<file path="src/rtl/ppd_pkg.sv">
// ----------------------------------------------------------------------------
// ppd_pkg - shared types and constants for the positional PID block
// Field widths, datapath widths, register indexes and control structs.
// ----------------------------------------------------------------------------
package ppd_pkg;

  localparam int VAL_W  = 16;  // setpoint / measurement
  localparam int ERR_W  = 17;  // error
  localparam int DIF_W  = 18;  // error delta
  localparam int GAIN_W = 16;  // Q8.8 gains
  localparam int DB_W   = 15;  // deadband
  localparam int SUM_W  = 32;  // integral
  localparam int PROD_W = GAIN_W + 1 + SUM_W;
  localparam int ACC_W  = PROD_W + 2;
  localparam int DRV_W  = 15;  // drive field
  localparam int IDX_W  = 2;

  localparam logic [IDX_W-1:0] REG_PROP_GAIN  = 2'd0;
  localparam logic [IDX_W-1:0] REG_INTEG_GAIN = 2'd1;
  localparam logic [IDX_W-1:0] REG_DERIV_GAIN = 2'd2;
  localparam logic [IDX_W-1:0] REG_DEAD_BAND  = 2'd3;

  typedef struct packed {
    logic clr;     // zero the accumulator
    logic mul_en;  // register a new product
    logic acc_en;  // add the held product
  } mac_ctrl_t;

endpackage

</file>
<file path="src/rtl/ppd_ifs.sv">
// ----------------------------------------------------------------------------
// ppd_ifs - valid/ready channels of the positional PID block
// Input channel carries setpoint and measurement, output channel the drive.
// ----------------------------------------------------------------------------
interface ppd_in_if;
  import ppd_pkg::*;

  logic                    valid;
  logic                    ready;
  logic signed [VAL_W-1:0] target_value;
  logic signed [VAL_W-1:0] measured_value;

  modport source (output valid, output target_value, output measured_value, input ready);
  modport sink   (input valid, input target_value, input measured_value, output ready);
endinterface

interface ppd_out_if;
  import ppd_pkg::*;

  logic                    valid;
  logic                    ready;
  logic signed [DRV_W-1:0] drive_value;
  logic                    outside_deadband;

  modport source (output valid, output drive_value, output outside_deadband, input ready);
  modport sink   (input valid, input drive_value, input outside_deadband, output ready);
endinterface

</file>
<file path="src/rtl/ppd_div.sv">
// ----------------------------------------------------------------------------
// ppd_div - restoring divider, one quotient bit per cycle
// Unsigned dividend over unsigned divisor; pulses done with the quotient.
// ----------------------------------------------------------------------------
module ppd_div #(
  parameter int DVD_W = 23,
  parameter int DVS_W = 16
) (
  input  logic             clk,
  input  logic             rst_n,
  input  logic             start,
  input  logic [DVD_W-1:0] dividend,
  input  logic [DVS_W-1:0] divisor,
  output logic             done,
  output logic [DVD_W-1:0] quotient
);

  localparam int CNT_W = $clog2(DVD_W + 1);

  logic             busy_r, busy_nxt;
  logic             done_r, done_nxt;
  logic [CNT_W-1:0] cnt_r, cnt_nxt;
  logic [DVS_W-1:0] rem_r, rem_nxt;
  logic [DVD_W-1:0] q_r, q_nxt;
  logic [DVS_W:0]   trial;
  logic [DVS_W:0]   diff;

  assign trial = {rem_r, q_r[DVD_W-1]};
  assign diff  = trial - {1'b0, divisor};

  always_comb begin
    busy_nxt = busy_r;
    done_nxt = 1'b0;
    cnt_nxt  = cnt_r;
    rem_nxt  = rem_r;
    q_nxt    = q_r;
    if (start) begin
      busy_nxt = 1'b1;
      cnt_nxt  = CNT_W'(DVD_W);
      rem_nxt  = '0;
      q_nxt    = dividend;
    end else if (busy_r) begin
      if (trial >= {1'b0, divisor}) begin
        rem_nxt = diff[DVS_W-1:0];
        q_nxt   = DVD_W'({q_r, 1'b1});
      end else begin
        rem_nxt = trial[DVS_W-1:0];
        q_nxt   = DVD_W'({q_r, 1'b0});
      end
      cnt_nxt = cnt_r - 1'b1;
      if (cnt_r == CNT_W'(1)) begin
        busy_nxt = 1'b0;
        done_nxt = 1'b1;
      end
    end
  end

  always_ff @(posedge clk) begin
    if (!rst_n) begin
      busy_r <= 1'b0;
      done_r <= 1'b0;
      cnt_r  <= '0;
    end else begin
      busy_r <= busy_nxt;
      done_r <= done_nxt;
      cnt_r  <= cnt_nxt;
    end
    rem_r <= rem_nxt;
    q_r   <= q_nxt;
  end

  assign done     = done_r;
  assign quotient = q_r;

endmodule

</file>
<file path="src/rtl/ppd_mac.sv">
// ----------------------------------------------------------------------------
// ppd_mac - shared gain multiplier and accumulator
// Product registered, then added to the accumulator on a later cycle.
// ----------------------------------------------------------------------------
module ppd_mac (
  input  logic                         clk,
  input  ppd_pkg::mac_ctrl_t           ctrl,
  input  logic [ppd_pkg::GAIN_W-1:0]   gain,
  input  logic signed [ppd_pkg::SUM_W-1:0] opnd,
  output logic signed [ppd_pkg::ACC_W-1:0] acc
);
  import ppd_pkg::*;

  logic signed [PROD_W-1:0] prod_r;
  logic signed [PROD_W-1:0] prod_nxt;
  logic signed [ACC_W-1:0]  acc_r;

  assign prod_nxt = $signed({1'b0, gain}) * opnd;

  always_ff @(posedge clk) begin
    if (ctrl.mul_en) begin
      prod_r <= prod_nxt;
    end
    if (ctrl.clr) begin
      acc_r <= '0;
    end else if (ctrl.acc_en) begin
      acc_r <= acc_r + ACC_W'(prod_r);
    end
  end

  assign acc = acc_r;

endmodule

</file>
<file path="src/rtl/positional_pid_deadband.sv">
// ----------------------------------------------------------------------------
// positional_pid_deadband - positional PID controller with deadband
// Integral anti-windup clamp, Q8.8 gains, clamped drive output.
// ----------------------------------------------------------------------------
// Each input transaction (setpoint, measurement) yields one output
// transaction (drive, outside_deadband). The error is setpoint minus
// measurement, zeroed when strictly inside +/-dead_band. It is added to a
// saturating 32-bit integral; with a nonzero integral gain the integral is
// clamped to +/- (OUT_LIMIT << GAIN_FRAC_BITS) / integ_gain, truncated. The
// drive is (kp*e + ki*sum + kd*(e - e_prev)) >> GAIN_FRAC_BITS, floored, and
// clamped to +/-OUT_LIMIT. Timing: one transaction is processed at a time,
// stepping through the states DB, SUM, DIV and CLAMP (the last two only with
// integ_gain nonzero), then MUL and ACC for each of the P, I and D terms, and
// OUT, which loads the output register. The length of the sequence is set by
// the bit-serial divider for the clamp limit (DVD_W = clog2(OUT_LIMIT+1) +
// GAIN_FRAC_BITS quotient bits) and by the single multiplier shared by the
// three terms; the last step also holds while the previous result has not
// been taken.
// in_ch.ready is high only while the sequencer is idle; a finished
// result sits in the output register and the next transaction is accepted
// while it waits. Configuration is written through cfg_we/cfg_index/
// cfg_data and must only change while the block is idle.
module positional_pid_deadband #(
  parameter int GAIN_FRAC_BITS = 8,
  parameter int OUT_LIMIT      = 8400
) (
  input  logic                         clk,
  input  logic                         rst_n,
  ppd_in_if.sink                       in_ch,
  ppd_out_if.source                    out_ch,
  input  logic                         cfg_we,
  input  logic [ppd_pkg::IDX_W-1:0]    cfg_index,
  input  logic [ppd_pkg::GAIN_W-1:0]   cfg_data
);
  import ppd_pkg::*;

  localparam int LIM_W = $clog2(OUT_LIMIT + 1);
  localparam int DVD_W = LIM_W + GAIN_FRAC_BITS;
  localparam logic [DVD_W-1:0] LIM_DVD = DVD_W'(OUT_LIMIT) << GAIN_FRAC_BITS;
  localparam logic signed [ACC_W-1:0] DRV_MAX = ACC_W'(OUT_LIMIT);
  localparam logic signed [ACC_W-1:0] DRV_MIN = -ACC_W'(OUT_LIMIT);
  localparam logic signed [SUM_W:0]   SUM_MAX = {2'b00, {(SUM_W-1){1'b1}}};
  localparam logic signed [SUM_W:0]   SUM_MIN = {2'b11, {(SUM_W-1){1'b0}}};

  typedef enum logic [2:0] {
    S_IDLE, S_DB, S_SUM, S_DIV, S_CLAMP, S_MUL, S_ACC, S_OUT
  } state_t;

  typedef enum logic [1:0] {
    OP_P, OP_I, OP_D
  } mac_op_t;

  // configuration
  logic [GAIN_W-1:0] kp_r, ki_r, kd_r;
  logic [DB_W-1:0]   db_r;

  // sequencer and datapath state
  state_t                   state_r;
  mac_op_t                  op_r;
  logic signed [ERR_W-1:0]  err_r;
  logic                     flag_r;
  logic signed [SUM_W-1:0]  sum_r;
  logic signed [SUM_W-1:0]  integ_r;
  logic signed [ERR_W-1:0]  eprev_r;
  logic                     out_valid_r;

  logic signed [ERR_W-1:0]  db_s;
  logic                     in_band;
  logic signed [SUM_W:0]    sum_wide;
  logic signed [SUM_W-1:0]  sum_sat;
  logic signed [SUM_W-1:0]  lim_s;
  logic signed [DIF_W-1:0]  err_dif;
  logic                     in_fire;
  logic                     out_free;

  // shared units
  mac_ctrl_t                mac_ctrl;
  logic [GAIN_W-1:0]        mac_gain;
  logic signed [SUM_W-1:0]  mac_opnd;
  logic signed [ACC_W-1:0]  acc;
  logic signed [ACC_W-1:0]  acc_shr;
  logic signed [ACC_W-1:0]  drv_clamp;
  logic                     div_start;
  logic                     div_done;
  logic [DVD_W-1:0]         div_quot;

  assign in_ch.ready = (state_r == S_IDLE);
  assign in_fire     = in_ch.valid && in_ch.ready;
  assign out_free    = !out_valid_r || out_ch.ready;

  // deadband: strictly inside +/-db zeroes the error
  assign db_s    = $signed({2'b00, db_r});
  assign in_band = (err_r < db_s) && (err_r > -db_s);

  // saturating integral update
  assign sum_wide = (SUM_W+1)'(integ_r) + (SUM_W+1)'(err_r);
  always_comb begin
    if (sum_wide > SUM_MAX) begin
      sum_sat = SUM_MAX[SUM_W-1:0];
    end else if (sum_wide < SUM_MIN) begin
      sum_sat = SUM_MIN[SUM_W-1:0];
    end else begin
      sum_sat = sum_wide[SUM_W-1:0];
    end
  end

  // anti-windup limit, quotient is always positive and narrower than SUM_W
  assign lim_s = $signed(SUM_W'(div_quot));

  assign err_dif = DIF_W'(err_r) - DIF_W'(eprev_r);

  // operand select for the shared multiplier
  always_comb begin
    case (op_r)
      OP_P: begin
        mac_gain = kp_r;
        mac_opnd = SUM_W'(err_r);
      end
      OP_I: begin
        mac_gain = ki_r;
        mac_opnd = sum_r;
      end
      OP_D: begin
        mac_gain = kd_r;
        mac_opnd = SUM_W'(err_dif);
      end
      default: begin
        mac_gain = '0;
        mac_opnd = '0;
      end
    endcase
  end

  always_comb begin
    mac_ctrl.clr    = (state_r == S_SUM);
    mac_ctrl.mul_en = (state_r == S_MUL);
    mac_ctrl.acc_en = (state_r == S_ACC);
  end

  assign div_start = (state_r == S_SUM) && (ki_r != '0);

  // floor shift, then clamp to the output limit
  assign acc_shr = acc >>> GAIN_FRAC_BITS;
  always_comb begin
    if (acc_shr > DRV_MAX) begin
      drv_clamp = DRV_MAX;
    end else if (acc_shr < DRV_MIN) begin
      drv_clamp = DRV_MIN;
    end else begin
      drv_clamp = acc_shr;
    end
  end

  ppd_div #(
    .DVD_W (DVD_W),
    .DVS_W (GAIN_W)
  ) u_div (
    .clk      (clk),
    .rst_n    (rst_n),
    .start    (div_start),
    .dividend (LIM_DVD),
    .divisor  (ki_r),
    .done     (div_done),
    .quotient (div_quot)
  );

  ppd_mac u_mac (
    .clk  (clk),
    .ctrl (mac_ctrl),
    .gain (mac_gain),
    .opnd (mac_opnd),
    .acc  (acc)
  );

  // configuration registers
  always_ff @(posedge clk) begin
    if (!rst_n) begin
      kp_r <= '0;
      ki_r <= '0;
      kd_r <= '0;
      db_r <= '0;
    end else if (cfg_we) begin
      case (cfg_index)
        REG_PROP_GAIN:  kp_r <= cfg_data;
        REG_INTEG_GAIN: ki_r <= cfg_data;
        REG_DERIV_GAIN: kd_r <= cfg_data;
        REG_DEAD_BAND:  db_r <= cfg_data[DB_W-1:0];
        default: ;
      endcase
    end
  end

  // sequencer
  always_ff @(posedge clk) begin
    if (!rst_n) begin
      state_r     <= S_IDLE;
      op_r        <= OP_P;
      integ_r     <= '0;
      eprev_r     <= '0;
      out_valid_r <= 1'b0;
    end else begin
      // S_OUT reloads the output register itself
      if (out_valid_r && out_ch.ready && (state_r != S_OUT)) begin
        out_valid_r <= 1'b0;
      end
      case (state_r)
        S_IDLE: begin
          if (in_fire) begin
            err_r   <= ERR_W'(in_ch.target_value) - ERR_W'(in_ch.measured_value);
            state_r <= S_DB;
          end
        end
        S_DB: begin
          flag_r <= !in_band;
          if (in_band) begin
            err_r <= '0;
          end
          state_r <= S_SUM;
        end
        S_SUM: begin
          sum_r   <= sum_sat;
          op_r    <= OP_P;
          state_r <= (ki_r != '0) ? S_DIV : S_MUL;
        end
        S_DIV: begin
          if (div_done) begin
            state_r <= S_CLAMP;
          end
        end
        S_CLAMP: begin
          if (sum_r > lim_s) begin
            sum_r <= lim_s;
          end else if (sum_r < -lim_s) begin
            sum_r <= -lim_s;
          end
          state_r <= S_MUL;
        end
        S_MUL: begin
          state_r <= S_ACC;
        end
        S_ACC: begin
          if (op_r == OP_D) begin
            state_r <= S_OUT;
          end else begin
            op_r    <= (op_r == OP_P) ? OP_I : OP_D;
            state_r <= S_MUL;
          end
        end
        S_OUT: begin
          if (out_free) begin
            out_ch.drive_value      <= drv_clamp[DRV_W-1:0];
            out_ch.outside_deadband <= flag_r;
            out_valid_r             <= 1'b1;
            integ_r                 <= sum_r;
            eprev_r                 <= err_r;
            state_r                 <= S_IDLE;
          end
        end
        default: begin
          state_r <= S_IDLE;
        end
      endcase
    end
  end

  assign out_ch.valid = out_valid_r;

endmodule

</file>
<file path="src/flat_wrapper.sv">
// flat-port wrapper written by rule: the top's interface ports become plain ports
module positional_pid_deadband_flat import ppd_pkg::*;
#(
  parameter int GAIN_FRAC_BITS = 8,
  parameter int OUT_LIMIT      = 8400
)
  (clk, rst_n, cfg_we, cfg_index, cfg_data, in_ch_valid, in_ch_target_value, in_ch_measured_value, in_ch_ready, out_ch_valid, out_ch_drive_value, out_ch_outside_deadband, out_ch_ready);
  ppd_in_if in_ch_i ();
  ppd_out_if out_ch_i ();
  input  logic clk;
  input  logic rst_n;
  input  logic cfg_we;
  input  logic [ppd_pkg::IDX_W-1:0] cfg_index;
  input  logic [ppd_pkg::GAIN_W-1:0] cfg_data;
  input wire logic [$bits(in_ch_i.valid)-1:0] in_ch_valid;
  input wire logic [$bits(in_ch_i.target_value)-1:0] in_ch_target_value;
  input wire logic [$bits(in_ch_i.measured_value)-1:0] in_ch_measured_value;
  output wire logic [$bits(in_ch_i.ready)-1:0] in_ch_ready;
  output wire logic [$bits(out_ch_i.valid)-1:0] out_ch_valid;
  output wire logic [$bits(out_ch_i.drive_value)-1:0] out_ch_drive_value;
  output wire logic [$bits(out_ch_i.outside_deadband)-1:0] out_ch_outside_deadband;
  input wire logic [$bits(out_ch_i.ready)-1:0] out_ch_ready;
  assign in_ch_i.valid = in_ch_valid;
  assign in_ch_i.target_value = in_ch_target_value;
  assign in_ch_i.measured_value = in_ch_measured_value;
  assign in_ch_ready = in_ch_i.ready;
  assign out_ch_valid = out_ch_i.valid;
  assign out_ch_drive_value = out_ch_i.drive_value;
  assign out_ch_outside_deadband = out_ch_i.outside_deadband;
  assign out_ch_i.ready = out_ch_ready;
  positional_pid_deadband #(.GAIN_FRAC_BITS(GAIN_FRAC_BITS), .OUT_LIMIT(OUT_LIMIT)) u_core (.clk(clk), .rst_n(rst_n), .in_ch(in_ch_i), .out_ch(out_ch_i), .cfg_we(cfg_we), .cfg_index(cfg_index), .cfg_data(cfg_data));
endmodule
</file>
<file path="config.mk">
export PLATFORM = sky130hd
export DESIGN_NAME = positional_pid_deadband_flat
export DESIGN_NICKNAME = d
export VERILOG_FILES = /design/src/rtl/ppd_pkg.sv /design/src/rtl/ppd_ifs.sv /design/src/rtl/ppd_div.sv /design/src/rtl/ppd_mac.sv /design/src/rtl/positional_pid_deadband.sv /design/src/flat_wrapper.sv
export SDC_FILE = /design/constraint.sdc
export NUM_CORES = 2
export LEC_CHECK = 0
export BUFFER_PORTS_ARGS = -buffer_cell sky130_fd_sc_hd__clkbuf_2
export CAP_MARGIN = 25
export CORE_MARGIN = 2
export CORE_UTILIZATION = 30
export CTS_CLUSTER_DIAMETER = 120
export DETAILED_ROUTE_END_ITERATION = 16
export PLACE_DENSITY = 0.45
export SYNTH_ARGS = -nofsm -noshare
export SYNTH_HDL_FRONTEND = slang
export SYNTH_SLANG_ARGS = --single-unit
</file>
<file path="constraint.sdc">
create_clock -name clk -period 24.4 [get_ports clk]
set_input_delay 6.1 -clock clk [delete_from_list [all_inputs] [get_ports clk]]
set_output_delay 6.1 -clock clk [all_outputs]
set_load 0.01 [all_outputs]
</file>
# Yosys cells after proc, flatten, opt, wreduce, memory -nomap -nowiden
# Cells that the tools add are included.
# word_totals
reg_bits	329
wordCells	124
# classes
addsub	8
n_mul	1
n_lt_le_gt_ge	9
eq_ne	20
mux	31
n_bitwise	2
reduce_logical	30
# ops
operator	n
$mux 32	4
$pmux 32 s3	1
$pmux 32 s2	1
$add 51x49->51	1
$mul 17x32->49	1
$pmux 16 s3	1
$gt 43x15->1 const B	1
$lt 43x15->1 const B	1
$mux 17	2
$pmux 17 s2	1
$add 32x17->33	1
$gt 33x32->1 const B	1
$lt 33x32->1 const B	1
$gt 32x23->1	1
$lt 32x32->1	1
$neg 22->32	1
$pmux 3 s8	1
$sub 17x17->18	1
$ge 17x16->1	1
$gt 17x17->1	1
$lt 17x16->1	1
$neg 15->17	1
$sub 16x16->17	1
$mux 16	1
31 further kinds	73

# Logic depth before layout (Yosys ltp)
# logic_depth
depth_word	5
mapped_depth	36
mapped_depth_nobuf	35

# Modules after synthesis
# Synthesis repeated with hierarchy kept, for this count alone.
# unflattened
cells_unflattened	4758
area_unflattened_um2	41345.9
# modules_own_cells
module	n_inst	cells_per_inst	area_each_um2
ppd_mac	1	2697	24208.2
positional_pid_deadband	1	1778	14358.8
ppd_div	1	283	2778.9

# Worst setup path before layout
# OpenSTA, ideal clock, no wires.
# synth_path
path_type	input-to-reg
start	in rst_n
end	reg u_core.sum_r[0] (enable)
t_arrival_ns	8.356
path_slack_ns	15.603
path_stages	4
n_path_buf	2
path_cell_list	clkbuf_1 > clkbuf_1 > nand3b_1 > a31oi_1
# synth_via
elab_chain_len	1
# synth_lines
item	line_no	source
from (decl)	flat_wrapper.sv:11	input logic rst_n;
$reduce_and 3->1 (no line)	-	
to (signal assigned)	positional_pid_deadband.sv:221	sum_r <= sum_sat;
to (signal assigned)	positional_pid_deadband.sv:232	sum_r <= lim_s;
to (signal assigned)	positional_pid_deadband.sv:234	sum_r <= -lim_s;
to (decl)	positional_pid_deadband.sv:62	logic signed [SUM_W-1:0] sum_r;
# No other way between the ends.
# A chain may end at the register's enable or synchronous reset.

# Worst setup path in the final report
# layout_path
start	reg u_core.err_r[1]
end	reg u_core.u_mac.prod_r[48], data pin
# layout_via
elab_chain_len	3
# layout_lines
item	line_no	source
from (decl)	positional_pid_deadband.sv:60	logic signed [ERR_W-1:0] err_r;
from (signal assigned)	positional_pid_deadband.sv:209	err_r <= ERR_W'(in_ch.target_value) - ERR_W'(in_ch.measured_value);
$sub 17x17->18	positional_pid_deadband.sv:110	assign err_dif = DIF_W'(err_r) - DIF_W'(eprev_r);
$pmux 32 s3 (*)	positional_pid_deadband.sv:114	case (op_r)
$mul 17x32->49 (*)	ppd_mac.sv:18	assign prod_nxt = $signed({1'b0, gain}) * opnd;
via u_core.u_mac.prod_nxt[48]	ppd_mac.sv:15	logic signed [PROD_W-1:0] prod_nxt;
to (signal assigned)	ppd_mac.sv:22	prod_r <= prod_nxt;
to (decl)	ppd_mac.sv:14	logic signed [PROD_W-1:0] prod_r;
# Mark *: on every way through the listed nets, which the timed path passes. The rest lies on a longest branch.

==> flow_metrics.env <==
export IMPL_status="completed"
export IMPL_synth_ff_type="dfxtp_1"
export IMPL_drtAntennaViolNets=0
export IMPL_fmax_mhz=102
export IMPL_wirelength_mm=122
export IMPL_met2RoutedLength_mm=53.0
export IMPL_cts_resized=0
export IMPL_max_stage_delay_ns=0.92
export IMPL_cts_htree_levels=2
export IMPL_tritoncts="yes"
export IMPL_grt_pass1_vias=32900
export IMPL_final_net_count=5592
export IMPL_syn2layout_area_growth_pct=10.2
export IMPL_ctsHoldBuffers=0
export IMPL_synthAdderAreaFrac=0.351
export IMPL_hold_start="u_core.flag_r"
export IMPL_ys_async_sr_fraction=0
export IMPL_drcViolationCount=0
export IMPL_antenna_found_initial=1
export IMPL_grt_first_pass_wirelength_mm=193
export IMPL_p_per_area_nw_per_um2=57.0
export IMPL_rsz0062_at_grt="no"
export IMPL_muxShareOfSynthArea=0.0135
export IMPL_final_area_um2=44200
export IMPL_die_w_um=370
export IMPL_min_path_type="flop to flop"
export IMPL_synth_xor_xnor_area_share=0.0439
export IMPL_worst_setup_path_type="flop to flop"
export IMPL_grtUsageTotal=0.179
export IMPL_wl_met1_mm=59.9
export IMPL_cpMostUsedCell="fa_1"
export IMPL_path_clk_slew_ns=0.06
export IMPL_synth_compound_area_frac=0.148
export IMPL_start_util=0.301
export IMPL_p_leak_nw=19.9
export IMPL_placed_cell_area_um2=42700
export IMPL_critPathSlowestCell="a211oi_1"
export IMPL_hold_path_end="u_core.out_ch.outside_deadband"
export IMPL_fillers=14200
export IMPL_grt_max_degree=77
export IMPL_routed_via_density=4.90
export IMPL_yosys_warnings=0
export IMPL_finalCriticalPeriod_ns=9.85
export IMPL_setup_tns_ns=0
export IMPL_hold_viol=0
export IMPL_start_kind="flop"
export IMPL_io_pins=73
export IMPL_crit_start="u_core.err_r[1]"
export IMPL_synth_simple_gate_area_frac=0.165
export IMPL_dieArea_um2=137000
export IMPL_whs_path_depth=0
export IMPL_std_cell_rows=134
export IMPL_reg2reg_depth=32
export IMPL_cts_sinks=329
export IMPL_ctsRootBufferMaster="clkbuf_16"
export IMPL_ys_seq_area_frac=0.193
export IMPL_critical_path_required_ns=24.73
export IMPL_switching_share=0.409
export IMPL_crit_fanout=30
export IMPL_ys_ff_latch=329
export IMPL_drv_slew=0
export IMPL_power_internal_mw=1.49
export IMPL_numCtsBuffers=42
export IMPL_period_share=0.404
export IMPL_wl_met3_mm=6.16
export IMPL_yosysUniqueCellTypes=82
export IMPL_die_h_um=370
export IMPL_crit_arrival_ns=10.18
export IMPL_seq_power_share=0.280
export IMPL_p_comb_frac=0.456
export IMPL_layout_drive_gt1_share=0.0589
export IMPL_clockPowerShare=0.264
export IMPL_drv_cap=0
export IMPL_netlist_area_um2=40100
export IMPL_syn_inst=4700
export IMPL_max_slew_worst_pin_slew_ns=1.10
export IMPL_io_buffers=72
export IMPL_fin_worst_skew_ns=0.0541
export IMPL_avgSynthCellArea_um2=8.53
export IMPL_r2r_slack_ns=14.55
export IMPL_timing_rr_end="u_core.u_mac.prod_r[48]"
export IMPL_hpwlAfterDp_mm=95.7
export IMPL_end_kind="flop"
export IMPL_vias=31900
export IMPL_highest_layer="met4"
export IMPL_synth_top_family_by_area="adder cells"
export IMPL_routabilityCongestion=0.860
export IMPL_syn_nets=5585
export IMPL_synth_edf_count=115
export IMPL_cts_setup_buffers=0
export IMPL_r2r_start="u_core.err_r[1]"
export IMPL_drt_iter0_drc=1854
export IMPL_power_switching_mw=1.03
export IMPL_relSlewSlack=0.259
export IMPL_wire_per_inst_um=18.7
export IMPL_overflow=0
export IMPL_finalSetupViolations=0
export IMPL_ir_worst_vdd_mv=0.0468
export IMPL_first_pass_iters=5
export IMPL_core_um2=133000
export IMPL_cts_buffer_depth=3
export IMPL_clock_latency_ns=0.62
==> critical path: cells and delay by family (launching register included) <==
kind                     cells  cell delay [ns]
AO/OA/AOI/OAI               13             3.54
XOR/XNOR                     1             0.15
AND/OR/NAND/NOR              5             1.01
buffers and inverters        5             0.46
adder cells (fa/ha/maj)      8             3.82
flip-flops                   1             0.55
==> through the flow <==
stage | hold slack [ns] | total power, mW | setup slack, ns | cells | utilization
after floorplan | 0.400 | 1.55 | 15.60 | 4700 | -
after global placement | 0.405 | 1.87 | 14.72 | 6427 | 0.321
after detailed placement | 0.414 | 1.87 | 14.63 | 6428 | 0.321
after CTS | 0.429 | 2.55 | 14.55 | 6504 | 0.332
after global routing | 0.457 | 2.73 | 13.79 | 6507 | 0.332
final | 0.429 | 2.52 | 14.55 | 6509 | 0.332
==> flip-flops by register name (all words and copies together), names as in the netlist, 15 cells and up <==
register                   count
u_core.db_r                   15
u_core.eprev_r                17
u_core.err_r                  17
u_core.integ_r                32
u_core.kd_r                   16
u_core.ki_r                   16
u_core.kp_r                   16
u_core.out_ch.drive_value     15
u_core.sum_r                  32
u_core.u_div.quotient         22
u_core.u_div.rem_r            16
u_core.u_mac.acc              51
u_core.u_mac.prod_r           49
==> worst max path at each step <==
stage,depth (start not counted),slack (ns),endpoint
after global placement,32,14.72,u_core.u_mac.prod_r[48]
after global routing,32,13.79,u_core.u_mac.prod_r[48]
after CTS,32,14.55,u_core.u_mac.prod_r[48]
final,32,14.55,u_core.u_mac.prod_r[48]
after detailed placement,32,14.63,u_core.u_mac.prod_r[48]
after floorplan,4,15.60,u_core.sum_r[0]
==> final cells by class <==
class / instances / area [µm²] / area share
flip-flops and latches: 329 / 7740 / 0.175
well taps: 1768 / 2210 / 0.0501
clock inverters: 21 / 297 / 0.00671
diodes: 2 / 5.00 / 0.000113
inverters: 714 / 2690 / 0.0608
clock buffers: 55 / 1170 / 0.0265
repair buffers: 152 / 981 / 0.0222
multi-input cells: 3468 / 29100 / 0.659
==> per-layer routing <==
| layer | vias to the layer above | track usage |
|---|---|---|
| met5 | - | 0 |
| li1 | 15500 | - |
| met4 | 0 | 0.0462 |
| met2 | 677 | 0.278 |
| met1 | 15600 | 0.259 |
| met3 | 143 | 0.0271 |
==> cell usage in the layout, fill, tap and decap left out, types with 32 or more instances in the layout <==
cell type / netlist / layout
xnor2_1: 142 / 142
a211oi_1: 36 / 36
xor2_1: 59 / 59
nand2_1: 669 / 669
o21ai_0: 160 / 159
clkbuf_16: 0 / 43
edfxtp_1: 115 / 115
fa_1: 494 / 494
clkbuf_2: 0 / 72
inv_1: 710 / 710
nor3_1: 56 / 53
ha_1: 336 / 336
nand3_1: 56 / 56
nor2_1: 390 / 388
mux2i_1: 53 / 53
a21boi_0: 128 / 128
a21o_1: 91 / 91
nor2b_1: 82 / 80
nand2b_1: 40 / 38
and2_1: 32 / 32
nand4_1: 46 / 46
a21oi_1: 202 / 195
buf_4: 0 / 79
dfxtp_1: 214 / 211
==> cells in the mapped netlist, types with 20 or more instances <==
cell | instances | share of area
o21a_1 | 29 | 0.0054
edfxtp_1 | 115 | 0.086
o211ai_1 | 27 | 0.0051
a211o_1 | 23 | 0.0050
clkbuf_1 | 172 | 0.016
a21boi_0 | 128 | 0.024
xor2_1 | 59 | 0.013
a31oi_1 | 22 | 0.0034
nor3_1 | 56 | 0.0070
a21oi_1 | 202 | 0.025
nand2b_1 | 40 | 0.0062
inv_1 | 710 | 0.066
nor2b_1 | 82 | 0.013
nor4_1 | 29 | 0.0045
nor2_1 | 390 | 0.037
ha_1 | 336 | 0.10
mux2i_1 | 53 | 0.013
o21bai_1 | 21 | 0.0039
a211oi_1 | 36 | 0.0067
or3_1 | 20 | 0.0031
fa_1 | 494 | 0.25
nand2_1 | 669 | 0.063
a21o_1 | 91 | 0.017
xnor2_1 | 142 | 0.031
nand3_1 | 56 | 0.0070
o21ai_0 | 160 | 0.020
nand4_1 | 46 | 0.0072
dfxtp_1 | 214 | 0.11
and2_1 | 32 | 0.0050
==> power groups by stage <==
stage          Clock [mW]  Sequential, mW  Combinational [mW]
3_3_place_gp            0           0.717                1.15
6_report            0.665           0.707                1.15
3_5_place_dp            0           0.717                1.15
5_1_grt             0.708           0.713                1.31
4_1_cts             0.686           0.706                1.16
2_1_floorplan           0           0.685               0.862
==> logic make-up (layout without fill, tap and decap cells) <==
logic type	after synthesis	count (layout)
other cells	0	2
compound gates	895	895
mux	54	54
xor+xnor	201	201
buf+inv	903	942
flops	329	329
fa+ha+maj	830	830
simple gates	1488	1488
Note: power is estimated with default switching activity, not from simulation.
